File: src/hdl/dshot_tlm_pkg.sv
// ----------------------------------------------------------------------------
// dshot_tlm_pkg
// Shared types, constants and the GCR lookup for the DShot telemetry decoder.
// ----------------------------------------------------------------------------
`default_nettype none

package dshot_tlm_pkg;

    // Field widths
    localparam int TICK_W      = 15;
    localparam int CFG_W       = 8;
    localparam int FRAME_W     = 21;
    localparam int POS_W       = 5;
    localparam int READING_W   = 27;
    localparam int COUNT_W     = 32;
    localparam int KIND_W      = 4;
    localparam int STATUS_W    = 2;

    // Shared divider geometry
    localparam int DIV_W       = 27;
    localparam int DIVISOR_W   = 16;
    localparam int STEP_W      = 5;
    localparam int NUMER_W     = 20;

    // Decoding constants
    localparam logic [POS_W-1:0]   POS_START   = 5'd20;
    localparam int                 ERPM_SCALE  = 1000000 * 60 / 100;
    localparam int                 RPM_SCALE   = 200;
    localparam logic [7:0]         GCR_BAD     = 8'hFF;
    localparam logic [11:0]        PAYLOAD_ALL = 12'hFFF;

    // Configuration defaults and register indexes
    localparam logic [CFG_W-1:0] BIT_TICKS_RESET = 8'd12;
    localparam logic [CFG_W-1:0] POLES_RESET     = 8'd14;
    localparam logic             REG_BIT_TICKS   = 1'b0;
    localparam logic             REG_POLES       = 1'b1;

    localparam int MAX_SYMBOLS_DEF = 64;

    // Result status codes
    localparam logic [STATUS_W-1:0] STATUS_OK    = 2'd0;
    localparam logic [STATUS_W-1:0] STATUS_CRC   = 2'd1;
    localparam logic [STATUS_W-1:0] STATUS_SHORT = 2'd2;

    typedef enum logic [2:0] {
        S_IDLE,
        S_DIV0,
        S_DIV1,
        S_FRAME,
        S_ERPM,
        S_RPM,
        S_OUT
    } t_state;

    typedef struct packed {
        logic                 start;
        logic [STEP_W-1:0]    steps;
        logic [DIV_W-1:0]     dividend;
        logic [DIVISOR_W-1:0] divisor;
    } t_div_req;

    typedef struct packed {
        logic                 done;
        logic [DIV_W-1:0]     quot;
        logic [DIVISOR_W-1:0] rem;
    } t_div_rsp;

    typedef struct packed {
        logic                 crc_ok;
        logic                 is_erpm;
        logic                 zero_erpm;
        logic [KIND_W-1:0]    kind;
        logic [7:0]           data_byte;
        logic [DIVISOR_W-1:0] period;
        logic [NUMER_W-1:0]   numer;
    } t_frame_info;

    // Five-bit GCR code to nibble; invalid codes give all ones
    function automatic logic [7:0] gcr_lookup(input logic [4:0] code);
        logic [7:0] v;
        case (code)
            5'd9:    v = 8'd9;
            5'd10:   v = 8'd10;
            5'd11:   v = 8'd11;
            5'd13:   v = 8'd13;
            5'd14:   v = 8'd14;
            5'd15:   v = 8'd15;
            5'd18:   v = 8'd2;
            5'd19:   v = 8'd3;
            5'd21:   v = 8'd5;
            5'd22:   v = 8'd6;
            5'd23:   v = 8'd7;
            5'd25:   v = 8'd0;
            5'd26:   v = 8'd8;
            5'd27:   v = 8'd1;
            5'd29:   v = 8'd4;
            5'd30:   v = 8'd12;
            default: v = GCR_BAD;
        endcase
        return v;
    endfunction

endpackage

`default_nettype wire

File: src/hdl/dshot_tlm_div.sv
// ----------------------------------------------------------------------------
// dshot_tlm_div
// Shared restoring divider, one quotient bit per cycle.
// ----------------------------------------------------------------------------
`default_nettype none

module dshot_tlm_div
    import dshot_tlm_pkg::*;
(
    input  wire logic     i_clk,
    input  wire logic     i_rst_n,
    input  wire t_div_req i_req,
    output t_div_rsp      o_rsp
);

    logic [DIV_W-1:0]     r_acc;
    logic [DIVISOR_W-1:0] r_rem;
    logic [DIVISOR_W-1:0] r_dvs;
    logic [STEP_W-1:0]    r_cnt;
    logic                 r_busy;
    logic                 r_done;

    logic [DIVISOR_W:0]   shifted;
    logic [DIVISOR_W:0]   diff;
    logic                 ge;

    // Dividend is left aligned; quotient bits fill in from the bottom
    assign shifted = {r_rem, r_acc[DIV_W-1]};
    assign ge      = shifted >= {1'b0, r_dvs};
    assign diff    = shifted - {1'b0, r_dvs};

    always_ff @(posedge i_clk) begin
        if (!i_rst_n) begin
            r_busy <= 1'b0;
            r_done <= 1'b0;
            r_cnt  <= '0;
        end else begin
            r_done <= !i_req.start && r_busy && (r_cnt == STEP_W'(1));
            if (i_req.start) begin
                r_busy <= 1'b1;
                r_cnt  <= i_req.steps;
            end else if (r_busy) begin
                r_cnt <= r_cnt - 1'b1;
                if (r_cnt == STEP_W'(1)) begin
                    r_busy <= 1'b0;
                end
            end
        end
    end

    always_ff @(posedge i_clk) begin
        if (i_req.start) begin
            r_acc <= i_req.dividend;
            r_rem <= '0;
            r_dvs <= i_req.divisor;
        end else if (r_busy) begin
            r_acc <= {r_acc[DIV_W-2:0], ge};
            r_rem <= ge ? diff[DIVISOR_W-1:0] : shifted[DIVISOR_W-1:0];
        end
    end

    assign o_rsp.done = r_done;
    assign o_rsp.quot = r_acc;
    assign o_rsp.rem  = r_rem;

endmodule

`default_nettype wire

File: src/hdl/dshot_tlm_gcr.sv
// ----------------------------------------------------------------------------
// dshot_tlm_gcr
// Frame word to payload: edge decode, GCR, checksum and eRPM period.
// ----------------------------------------------------------------------------
`default_nettype none

module dshot_tlm_gcr
    import dshot_tlm_pkg::*;
(
    input  wire logic [FRAME_W-1:0] i_frame_bits,
    output t_frame_info             o_info
);

    logic [FRAME_W-1:0]   w;
    logic [27:0]          dec_acc;
    logic [15:0]          dec;
    logic [11:0]          payload;
    logic [3:0]           want;
    logic [DIVISOR_W-1:0] period;

    // Transitions carry the ones
    assign w = i_frame_bits ^ (i_frame_bits >> 1);

    // Invalid codes spill all-ones into the next nibble, as the checksum expects
    always_comb begin
        dec_acc = '0;
        for (int i = 0; i < 4; i++) begin
            dec_acc = dec_acc | ({20'b0, gcr_lookup(w[5*i +: 5])} << (4*i));
        end
    end

    assign dec     = dec_acc[15:0];
    assign payload = dec[15:4];
    assign want    = ~(payload[3:0] ^ payload[7:4] ^ payload[11:8]);
    assign period  = DIVISOR_W'({7'b0, payload[8:0]} << payload[11:9]);

    assign o_info.crc_ok    = dec[3:0] == want;
    assign o_info.is_erpm   = payload[8] || (payload[11:8] == 4'd0);
    assign o_info.zero_erpm = (payload == PAYLOAD_ALL) || (period == '0);
    assign o_info.kind      = payload[11:8];
    assign o_info.data_byte = payload[7:0];
    assign o_info.period    = period;
    assign o_info.numer     = NUMER_W'(ERPM_SCALE) + NUMER_W'(period >> 1);

endmodule

`default_nettype wire

File: src/hdl/dshot_telemetry_decoder.sv
// ----------------------------------------------------------------------------
// dshot_telemetry_decoder
// Bidirectional DShot GCR telemetry decoder: pulse symbols in, decoded
// eRPM (as RPM) or extended telemetry readings out, one per frame.
// ----------------------------------------------------------------------------
//
//  channel   | dir | handshake              | content
//  ----------+-----+------------------------+------------------------------------
//  s_axis    | in  | tvalid/tready          | one pulse symbol, tlast = frame end
//  m_axis    | out | tvalid/tready          | one result per frame end
//  cfg       | in  | write enable, no wait  | 0: bit_ticks, 1: motor_poles
//
//  A symbol below the symbol limit runs two 15-step divisions of the phase
//  tick counts by bit_ticks on the shared one-bit-per-cycle divider, each
//  ending in a done strobe, and then returns to idle; symbols past the limit
//  skip them. A frame-end symbol adds the decode state and, for an eRPM
//  reading, a 20-step and a 27-step division before the result is written
//  to the output register.
//  Reset is synchronous and active low; it clears the frame, the counters
//  and the configuration to defaults. The input side is stalled while a
//  symbol is being worked on; a result waiting in the output register only
//  stalls the block when the next result is ready to go out.
// ----------------------------------------------------------------------------
`default_nettype none

module dshot_telemetry_decoder
    import dshot_tlm_pkg::*;
#(
    parameter int MAX_SYMBOLS = MAX_SYMBOLS_DEF
)(
    input  wire logic             i_clk,
    input  wire logic             i_rst_n,

    // Symbol input
    input  wire logic             i_s_axis_tvalid,
    output logic                  o_s_axis_tready,
    input  wire logic [31:0]      i_s_axis_tdata,  // [14:0] first_ticks, [29:15] second_ticks
    input  wire logic             i_s_axis_tuser,  // [0] first_level
    input  wire logic             i_s_axis_tlast,  // frame_end

    // Result output
    output logic                  o_m_axis_tvalid,
    input  wire logic             i_m_axis_tready,
    output logic [95:0]           o_m_axis_tdata,  // [1:0] status, [28:2] reading,
                                                   // [60:29] good_total, [92:61] bad_total
    output logic [4:0]            o_m_axis_tuser,  // [0] is_erpm, [4:1] telem_kind

    // Configuration writes
    input  wire logic             i_cfg_we,
    input  wire logic             i_cfg_addr,
    input  wire logic [CFG_W-1:0] i_cfg_wdata
);

    localparam int SYM_W = $clog2(MAX_SYMBOLS + 1);

    // ------------------------------------------------------------------
    // State
    // ------------------------------------------------------------------
    t_state r_state, n_state;

    logic [CFG_W-1:0]     r_bit_ticks;
    logic [CFG_W-1:0]     r_poles;

    logic [FRAME_W-1:0]   r_frame_bits, n_frame_bits;
    logic [POS_W-1:0]     r_pos, n_pos;
    logic                 r_pos_neg, n_pos_neg;
    logic [SYM_W-1:0]     r_sym_cnt;
    logic [COUNT_W-1:0]   r_good, r_bad;

    logic                 r_level;
    logic [TICK_W-1:0]    r_t1;
    logic                 r_end;

    logic [STATUS_W-1:0]  r_res_status;
    logic                 r_res_erpm;
    logic [KIND_W-1:0]    r_res_kind;
    logic [READING_W-1:0] r_res_reading;

    logic                 r_out_valid;
    logic [95:0]          r_out_tdata;
    logic [4:0]           r_out_tuser;

    // ------------------------------------------------------------------
    // Sequencer strobes
    // ------------------------------------------------------------------
    logic        accept;
    logic        active;
    logic        short_frame;
    logic        apply;
    logic        apply_set;
    logic        count_inc;
    logic        frame_done;
    logic        rpm_done;
    logic        load_out;

    t_div_req    div_req;
    t_div_rsp    div_rsp;
    t_frame_info info;

    logic [CFG_W-1:0]     bt_eff;
    logic [CFG_W-1:0]     poles_eff;
    logic [READING_W-1:0] rpm_product;

    // A zero register value behaves as one
    assign bt_eff    = (r_bit_ticks == '0) ? CFG_W'(1) : r_bit_ticks;
    assign poles_eff = (r_poles == '0) ? CFG_W'(1) : r_poles;

    assign accept      = i_s_axis_tvalid && o_s_axis_tready;
    assign active      = r_sym_cnt < SYM_W'(MAX_SYMBOLS);
    assign short_frame = r_sym_cnt <= SYM_W'(1);

    // eRPM * 200 fits in 27 bits, feeds the pole division
    assign rpm_product = READING_W'({7'b0, div_rsp.quot[NUMER_W-1:0]} * READING_W'(RPM_SCALE));

    dshot_tlm_div u_div (
        .i_clk   (i_clk),
        .i_rst_n (i_rst_n),
        .i_req   (div_req),
        .o_rsp   (div_rsp)
    );

    dshot_tlm_gcr u_gcr (
        .i_frame_bits (r_frame_bits),
        .o_info       (info)
    );

    // ------------------------------------------------------------------
    // Next state
    // ------------------------------------------------------------------
    always_comb begin
        n_state = r_state;
        case (r_state)
            S_IDLE: begin
                if (accept) begin
                    if (active) begin
                        n_state = S_DIV0;
                    end else if (i_s_axis_tlast) begin
                        n_state = S_FRAME;
                    end
                end
            end
            S_DIV0: begin
                if (div_rsp.done) begin
                    n_state = S_DIV1;
                end
            end
            S_DIV1: begin
                if (div_rsp.done) begin
                    n_state = r_end ? S_FRAME : S_IDLE;
                end
            end
            S_FRAME: begin
                if (!short_frame && info.crc_ok && info.is_erpm && !info.zero_erpm) begin
                    n_state = S_ERPM;
                end else begin
                    n_state = S_OUT;
                end
            end
            S_ERPM: begin
                if (div_rsp.done) begin
                    n_state = S_RPM;
                end
            end
            S_RPM: begin
                if (div_rsp.done) begin
                    n_state = S_OUT;
                end
            end
            S_OUT: begin
                if (load_out) begin
                    n_state = S_IDLE;
                end
            end
            default: n_state = S_IDLE;
        endcase
    end

    // ------------------------------------------------------------------
    // Sequencer outputs: divider requests and datapath strobes
    // ------------------------------------------------------------------
    always_comb begin
        o_s_axis_tready  = 1'b0;
        div_req          = '0;
        div_req.divisor  = {8'b0, bt_eff};
        apply            = 1'b0;
        apply_set        = 1'b0;
        count_inc        = 1'b0;
        frame_done       = 1'b0;
        rpm_done         = 1'b0;
        load_out         = 1'b0;
        case (r_state)
            S_IDLE: begin
                o_s_axis_tready = 1'b1;
                if (i_s_axis_tvalid && active) begin
                    div_req.start    = 1'b1;
                    div_req.steps    = STEP_W'(TICK_W);
                    div_req.dividend = {i_s_axis_tdata[TICK_W-1:0], (DIV_W-TICK_W)'(0)};
                end
            end
            S_DIV0: begin
                if (div_rsp.done) begin
                    // first phase is high when the level bit is set
                    apply            = 1'b1;
                    apply_set        = r_level;
                    div_req.start    = 1'b1;
                    div_req.steps    = STEP_W'(TICK_W);
                    div_req.dividend = {r_t1, (DIV_W-TICK_W)'(0)};
                end
            end
            S_DIV1: begin
                if (div_rsp.done) begin
                    apply     = 1'b1;
                    apply_set = !r_level;
                    count_inc = 1'b1;
                end
            end
            S_FRAME: begin
                frame_done = 1'b1;
                if (!short_frame && info.crc_ok && info.is_erpm && !info.zero_erpm) begin
                    // rounded 600000 / period
                    div_req.start    = 1'b1;
                    div_req.steps    = STEP_W'(NUMER_W);
                    div_req.dividend = {info.numer, (DIV_W-NUMER_W)'(0)};
                    div_req.divisor  = info.period;
                end
            end
            S_ERPM: begin
                if (div_rsp.done) begin
                    div_req.start    = 1'b1;
                    div_req.steps    = STEP_W'(DIV_W);
                    div_req.dividend = rpm_product;
                    div_req.divisor  = {8'b0, poles_eff};
                end
            end
            S_RPM: begin
                rpm_done = div_rsp.done;
            end
            S_OUT: begin
                load_out = !r_out_valid || i_m_axis_tready;
            end
            default: ;
        endcase
    end

    // ------------------------------------------------------------------
    // Phase application: count bits, then set or skip them
    // ------------------------------------------------------------------
    logic [DIVISOR_W-1:0] nbits;
    logic                 round_up;
    logic                 overrun;
    logic [POS_W-1:0]     low_pos;
    logic [FRAME_W-1:0]   set_mask;

    // Round up when remainder > bit_ticks - 4 (also covers bit_ticks < 4)
    assign round_up = ({1'b0, div_rsp.rem[CFG_W-1:0]} + 9'd4) > {1'b0, bt_eff};
    assign nbits    = {1'b0, div_rsp.quot[TICK_W-1:0]} + DIVISOR_W'(round_up);
    assign overrun  = nbits > {11'b0, r_pos};
    assign low_pos  = overrun ? '0 : (r_pos - nbits[POS_W-1:0] + 1'b1);

    always_comb begin
        for (int b = 0; b < FRAME_W; b++) begin
            set_mask[b] = apply_set && !r_pos_neg && (nbits != '0)
                          && (POS_W'(b) <= r_pos) && (POS_W'(b) >= low_pos);
        end
    end

    always_comb begin
        n_frame_bits = r_frame_bits;
        n_pos        = r_pos;
        n_pos_neg    = r_pos_neg;
        if (apply && !r_pos_neg) begin
            n_frame_bits = r_frame_bits | set_mask;
            if (overrun) begin
                // below bit zero: park there, drop the rest of the frame's bits
                n_pos_neg = 1'b1;
            end else begin
                n_pos = r_pos - nbits[POS_W-1:0];
            end
        end
        if (frame_done) begin
            n_frame_bits = '0;
            n_pos        = POS_START;
            n_pos_neg    = 1'b0;
        end
    end

    // ------------------------------------------------------------------
    // Control registers
    // ------------------------------------------------------------------
    always_ff @(posedge i_clk) begin
        if (!i_rst_n) begin
            r_state      <= S_IDLE;
            r_bit_ticks  <= BIT_TICKS_RESET;
            r_poles      <= POLES_RESET;
            r_frame_bits <= '0;
            r_pos        <= POS_START;
            r_pos_neg    <= 1'b0;
            r_sym_cnt    <= '0;
            r_good       <= '0;
            r_bad        <= '0;
            r_out_valid  <= 1'b0;
        end else begin
            r_state      <= n_state;
            r_frame_bits <= n_frame_bits;
            r_pos        <= n_pos;
            r_pos_neg    <= n_pos_neg;

            if (i_cfg_we) begin
                case (i_cfg_addr)
                    REG_BIT_TICKS: r_bit_ticks <= i_cfg_wdata;
                    REG_POLES:     r_poles     <= i_cfg_wdata;
                    default:       ;
                endcase
            end

            if (count_inc) begin
                r_sym_cnt <= r_sym_cnt + 1'b1;
            end

            if (frame_done) begin
                r_sym_cnt <= '0;
                if (!short_frame) begin
                    if (info.crc_ok) begin
                        r_good <= r_good + 1'b1;
                    end else begin
                        r_bad <= r_bad + 1'b1;
                    end
                end
            end

            if (load_out) begin
                r_out_valid <= 1'b1;
            end else if (i_m_axis_tready) begin
                r_out_valid <= 1'b0;
            end
        end
    end

    // ------------------------------------------------------------------
    // Payload registers
    // ------------------------------------------------------------------
    always_ff @(posedge i_clk) begin
        if (accept) begin
            r_level <= i_s_axis_tuser;
            r_t1    <= i_s_axis_tdata[2*TICK_W-1:TICK_W];
            r_end   <= i_s_axis_tlast;
        end

        if (frame_done) begin
            if (short_frame) begin
                r_res_status  <= STATUS_SHORT;
                r_res_erpm    <= 1'b0;
                r_res_kind    <= '0;
                r_res_reading <= '0;
            end else if (!info.crc_ok) begin
                r_res_status  <= STATUS_CRC;
                r_res_erpm    <= 1'b0;
                r_res_kind    <= '0;
                r_res_reading <= '0;
            end else begin
                r_res_status <= STATUS_OK;
                r_res_erpm   <= info.is_erpm;
                // zero reading stands for eRPM unless the divisions below run
                r_res_kind    <= info.is_erpm ? '0 : info.kind;
                r_res_reading <= info.is_erpm ? '0 : READING_W'(info.data_byte);
            end
        end

        if (rpm_done) begin
            r_res_reading <= div_rsp.quot;
        end

        if (load_out) begin
            r_out_tdata <= {3'b0, r_bad, r_good, r_res_reading, r_res_status};
            r_out_tuser <= {r_res_kind, r_res_erpm};
        end
    end

    assign o_m_axis_tvalid = r_out_valid;
    assign o_m_axis_tdata  = r_out_tdata;
    assign o_m_axis_tuser  = r_out_tuser;

    // ------------------------------------------------------------------
    // Assertions
    // ------------------------------------------------------------------

    // Divider completions only arrive while the sequencer waits for one
    a_done_in_wait: assert property (@(posedge i_clk) disable iff (!i_rst_n)
        div_rsp.done |-> (r_state == S_DIV0 || r_state == S_DIV1 ||
                          r_state == S_ERPM || r_state == S_RPM))
        else $error("divider completion outside a wait state");

    // Frame state is restored before the result goes out
    a_frame_cleared: assert property (@(posedge i_clk) disable iff (!i_rst_n)
        (r_state == S_OUT) |-> (r_sym_cnt == '0 && !r_pos_neg &&
                                r_pos == POS_START && r_frame_bits == '0))
        else $error("frame state not cleared at result time");

    // Symbol count saturates at the frame limit
    a_sym_limit: assert property (@(posedge i_clk) disable iff (!i_rst_n)
        r_sym_cnt <= SYM_W'(MAX_SYMBOLS))
        else $error("symbol count beyond limit");

    // A blocked result slot holds the sequencer in place
    a_out_hold: assert property (@(posedge i_clk) disable iff (!i_rst_n)
        (r_state == S_OUT && r_out_valid && !i_m_axis_tready) |=> (r_state == S_OUT))
        else $error("result overwritten before it was taken");

endmodule

`default_nettype wire
File: config.mk
export PLATFORM = sky130hd
export DESIGN_NAME = dshot_telemetry_decoder
export DESIGN_NICKNAME = d
export VERILOG_FILES = /design/src/hdl/dshot_tlm_pkg.sv /design/src/hdl/dshot_tlm_div.sv /design/src/hdl/dshot_tlm_gcr.sv /design/src/hdl/dshot_telemetry_decoder.sv
export SDC_FILE = /design/constraint.sdc
export NUM_CORES = 1
export LEC_CHECK = 0
export BUFFER_PORTS_ARGS = -buffer_cell sky130_fd_sc_hd__buf_2
export CAP_MARGIN = 20
export CORE_MARGIN = 5
export CORE_UTILIZATION = 35
export CTS_CLUSTER_DIAMETER = 80
export DETAILED_ROUTE_END_ITERATION = 16
export MAX_ROUTING_LAYER = met4
export PLACE_DENSITY = 0.61
export SYNTH_ARGS = -nofsm -noshare
export SYNTH_HDL_FRONTEND = slang
export SYNTH_SLANG_ARGS = --single-unit
File: constraint.sdc
create_clock -name i_clk -period 5.67 [get_ports i_clk]
set_clock_uncertainty 0.1 [all_clocks]
set_input_delay 0.2835 -clock i_clk [delete_from_list [all_inputs] [get_ports i_clk]]
set_output_delay 0.2835 -clock i_clk [all_outputs]
set_load 0.01 [all_outputs]
==> flow_metrics.py <==
metrics = {
    "outcome": {
        "run_status": "finished clean",
    },
    "logic_synthesis": {
        "netlist_top_cells_area": "sky130_fd_sc_hd__edfxtp_1 (30%), sky130_fd_sc_hd__dfxtp_1 (15%), sky130_fd_sc_hd__ha_1 (7.6%)",
        "async_flop_share": 0,
        "syn_area_sq_um": 19330,
        "share_of_the_yosys_chip_area_belonging_to_registers": 0.4443,
        "avgSynthCellArea_sq_um": 9.772,
        "yosysWarnings": 0,
        "number_of_enable_type_register_cells_in_the_synthesized_netlist": 192,
        "ys_dominant_reg_cell": "sky130_fd_sc_hd__edfxtp_1",
        "yosys.cell_count.top_type": "sky130_fd_sc_hd__edfxtp_1",
        "synth_top_area_cell": "sky130_fd_sc_hd__edfxtp_1",
        "yosys-top-cells-count": "sky130_fd_sc_hd__edfxtp_1 (192), sky130_fd_sc_hd__inv_1 (171), sky130_fd_sc_hd__nand2_1 (152)",
        "ys_seq_elements": 333,
        "synth.lib_cells_used.distinct": 90,
        "syn_inst": 1978,
        "synth.top_cell.area_share": 0.2983,
    },
    "place": {
        "place.detailed.instances": 2784,
        "dp_hpwl_microns": 37370,
        "gp_routability_congestion": 0.8962,
        "port_buffers": 145,
    },
    "critical_path": {
        "r2r_start": "r_frame_bits[7]",
        "worstPathRequired_ns": 5.85,
        "critPathCaptureType": "flip-flop",
        "worst_path_max_delay_cell": "sky130_fd_sc_hd__a2111oi_4",
        "r2r_cells": 16,
        "worstSetupStartpoint": "r_frame_bits[7]",
        "worstSetupStartpointType": "flip-flop",
        "path_cells": "xor2_1 -> inv_1 -> ha_1 -> and4b_1 -> a211oi_2 -> a32oi_1 -> a2111oi_4 -> nor3_1 -> a31oi_1 -> mux2i_1 -> nor3b_4 -> a41o_1 -> buf_4 -> nor3_1 -> buf_4 -> a211o_1",
        "timing.critical_path.arrival_ns": 5.52,
        "crit-reg2reg-capture": "u_div.r_dvs[3]",
        "cp-endpoint": "u_div.r_dvs[3]",
        "crit_type": "flip-flop to flip-flop",
        "worst_path_largest_cell_delay_ns": 0.67,
        "crit_path_max_fanout": 15,
        "register_to_register_path_setup_slack_ns": 0.33,
    },
    "sta": {
        "finalSetupViolCount": 0,
        "min_period_ns": 5.335,
        "tightest_slew_ns": 0.9945,
        "clock.fmax_mhz": 187.4,
        "final.setup.tns_ns": 0,
        "pins_over_slew_limit": 0,
        "grt_setup_unrepaired": "no",
        "slew-limit-headroom": 0.3341,
        "hold_viol": 0,
        "hold_slack_ns": 0.06973,
        "timing.final.crit_share": 0.9409,
    },
    "grt": {
        "grt_max_degree": 109,
        "grt_pass1_wl_microns": 80690,
        "first_global_vias": 14880,
        "grt.overflow.total": 0,
        "antenna_found_initial": 3,
        "global_route.usage.total": 0.1685,
    },
    "final_layout": {
        "layout.core_utilization": 0.4080,
        "syn_to_final_growth_pct": 15.83,
        "finish.cell_count_without_fillers": 2878,
        "finish.net_count": 2328,
        "post_route_cells_drive_above_1_share": 0.1308,
    },
    "cts": {
        "cts_tree": "built",
        "ctsLongestPathBuffers": 3,
        "clock_insertion_delay_worst_skew_ns": 0.53,
        "path_clk_slew_ns": 0.06,
        "cts-buffers-inserted": 37,
        "cts_max_level": 2,
        "cts-root-buf": "sky130_fd_sc_hd__clkbuf_16",
        "clock_sinks": 333,
    },
    "power_and_ir_drop": {
        "report.power.total_mw": 11.55,
        "p_leak_nw": 9.100,
        "p_per_area_nw_per_um2": 515.7,
        "ir_drop_uv": 449.8,
    },
    "detailed_routing": {
        "routed_via_density": 5.315,
        "ant_nets": 0,
        "vias": 15300,
        "drt_wl_total_microns": 50570,
        "detailedRoute.firstIterationViolations": 1015,
        "drcViolationCount": 0,
        "post_drt_wl_per_cell_microns": 17.57,
        "drt_pass1_iterations": 6,
    },
    "die": {
        "pin_count": 151,
        "die_span_in_y_microns": 245.0,
        "total_die_area_sq_um": 60030,
        "row_count": 86,
        "core-area_sq_um": 54880,
        "die_x_microns": 245.0,
        "initial_utilization": 0.3522,
    },
    "min_path": {
        "min_path_type": "input pin to flip-flop",
    },
    "flow_run": {
        "max_cap_violations": 0,
    },
}
-- where the power goes --
part	internal (mW)	total, mW	switching, mW
clock	1.33	2.32	0.991
sequential	2.93	3.24	0.309
combinational	2.48	5.99	3.51
total	6.74	11.5	4.81
-- stage by stage --
step | worst slack (ns) | instance area [sq um]
floorplan | 0.7884 | 19340
global placement | 0.3383 | 20910
detailed placement | 0.2776 | 20910
CTS | 0.2471 | 22320
global route | 0.04201 | 22390
finish | 0.3348 | 22390
-- how the worst min path moves through the flow --
stage | start | end | slack [ns] | depth (start not counted)
after floorplan | i_s_axis_tlast | r_end | 0.28 | 0
after global placement | r_res_reading[6] | o_m_axis_tdata[8] | 0.31 | 0
after detailed placement | r_res_reading[14] | o_m_axis_tdata[16] | 0.31 | 0
after CTS | i_m_axis_tready | o_m_axis_tvalid | 0.06 | 3
after global routing | i_m_axis_tready | o_m_axis_tvalid | 0.07 | 3
final | i_m_axis_tready | o_m_axis_tvalid | 0.07 | 3
-- critical path, delay by kind of cell, from the launching register on --
family / cells / cell delay [ns]
AOI/OAI and AO/OA: 6 / 2.13
xor gates and xnor gates: 1 / 0.24
adders and majority gates: 1 / 0.28
buffers and inverters: 3 / 0.51
DFF: 1 / 0.61
muxes: 1 / 0.32
and+or+nand+nor: 4 / 0.89
-- cells in the final DEF (no fill, tap or decap), types with 47 or more instances in the layout --
cell type                    n
sky130_fd_sc_hd__edfxtp_1  192
sky130_fd_sc_hd__inv_1     171
sky130_fd_sc_hd__nand2_1   152
sky130_fd_sc_hd__buf_2     145
sky130_fd_sc_hd__dfxtp_1   141
sky130_fd_sc_hd__nor2_1    137
sky130_fd_sc_hd__ha_1      118
sky130_fd_sc_hd__o21ai_0    86
sky130_fd_sc_hd__a21oi_1    70
sky130_fd_sc_hd__nor3_1     66
sky130_fd_sc_hd__and2_1     56
sky130_fd_sc_hd__nand3_1    50
sky130_fd_sc_hd__xor2_1     50
sky130_fd_sc_hd__xnor2_1    49
sky130_fd_sc_hd__nand2b_1   47
sky130_fd_sc_hd__mux2i_1    47
-- metal layers --
metal	track usage	vias to the layer above	routed length, microns
met5	-	-	0
met4	0.04703	0	1265
met3	0.02199	69	2189
met2	0.2764	339	24220
met1	0.2212	7458	22890
li1	-	7431	-
-- registers in the layout (all words and copies together) (netlist names), 2 cells and up --
name and count:
r_t1 15, r_res_kind 4, r_poles 8, u_div.r_dvs 16, r_pos 5, o_m_axis_tdata 93
r_res_reading 27, u_div.r_acc 27, r_state 3, r_sym_cnt 7, r_bad 32, u_div.r_cnt 5
r_frame_bits 21, o_m_axis_tuser 5, r_good 32, r_res_status 2, r_bit_ticks 8, u_div.r_rem 16
-- area by class of cell --
cell class              instances  area, sq um
diodes                          3        7.507
clock buffers                  48        977.2
clock inverters                17        182.7
fillers                      5325        32490
inverters                     172        645.6
multi-input cells            1389         9771
flip-flops and latches        333         8588
well taps                     704        880.8
repair buffers                212         1336
-- cell families after synthesis --
| family | share of synthesized area |
|---|---|
| and+or+nand+nor | 0.1801 |
| AOI/OAI and AO/OA | 0.1488 |
| DFF | 0.4443 |
| buffers and inverters | 0.05353 |
| adders and majority gates | 0.09399 |
| xor gates and xnor gates | 0.04661 |
| muxes | 0.03249 |
| other | 0.0001940 |
-- repair_timing --
action | 4_1_cts | 5_1_grt
hold buffers | 25 | 0
setup endpoints to repair | 0 | 17
setup buffers | 0 | 0
resized for setup | 0 | 6
hold endpoints to repair | 33 | 0
No activity file was read; power rests on OpenSTA's default activity.
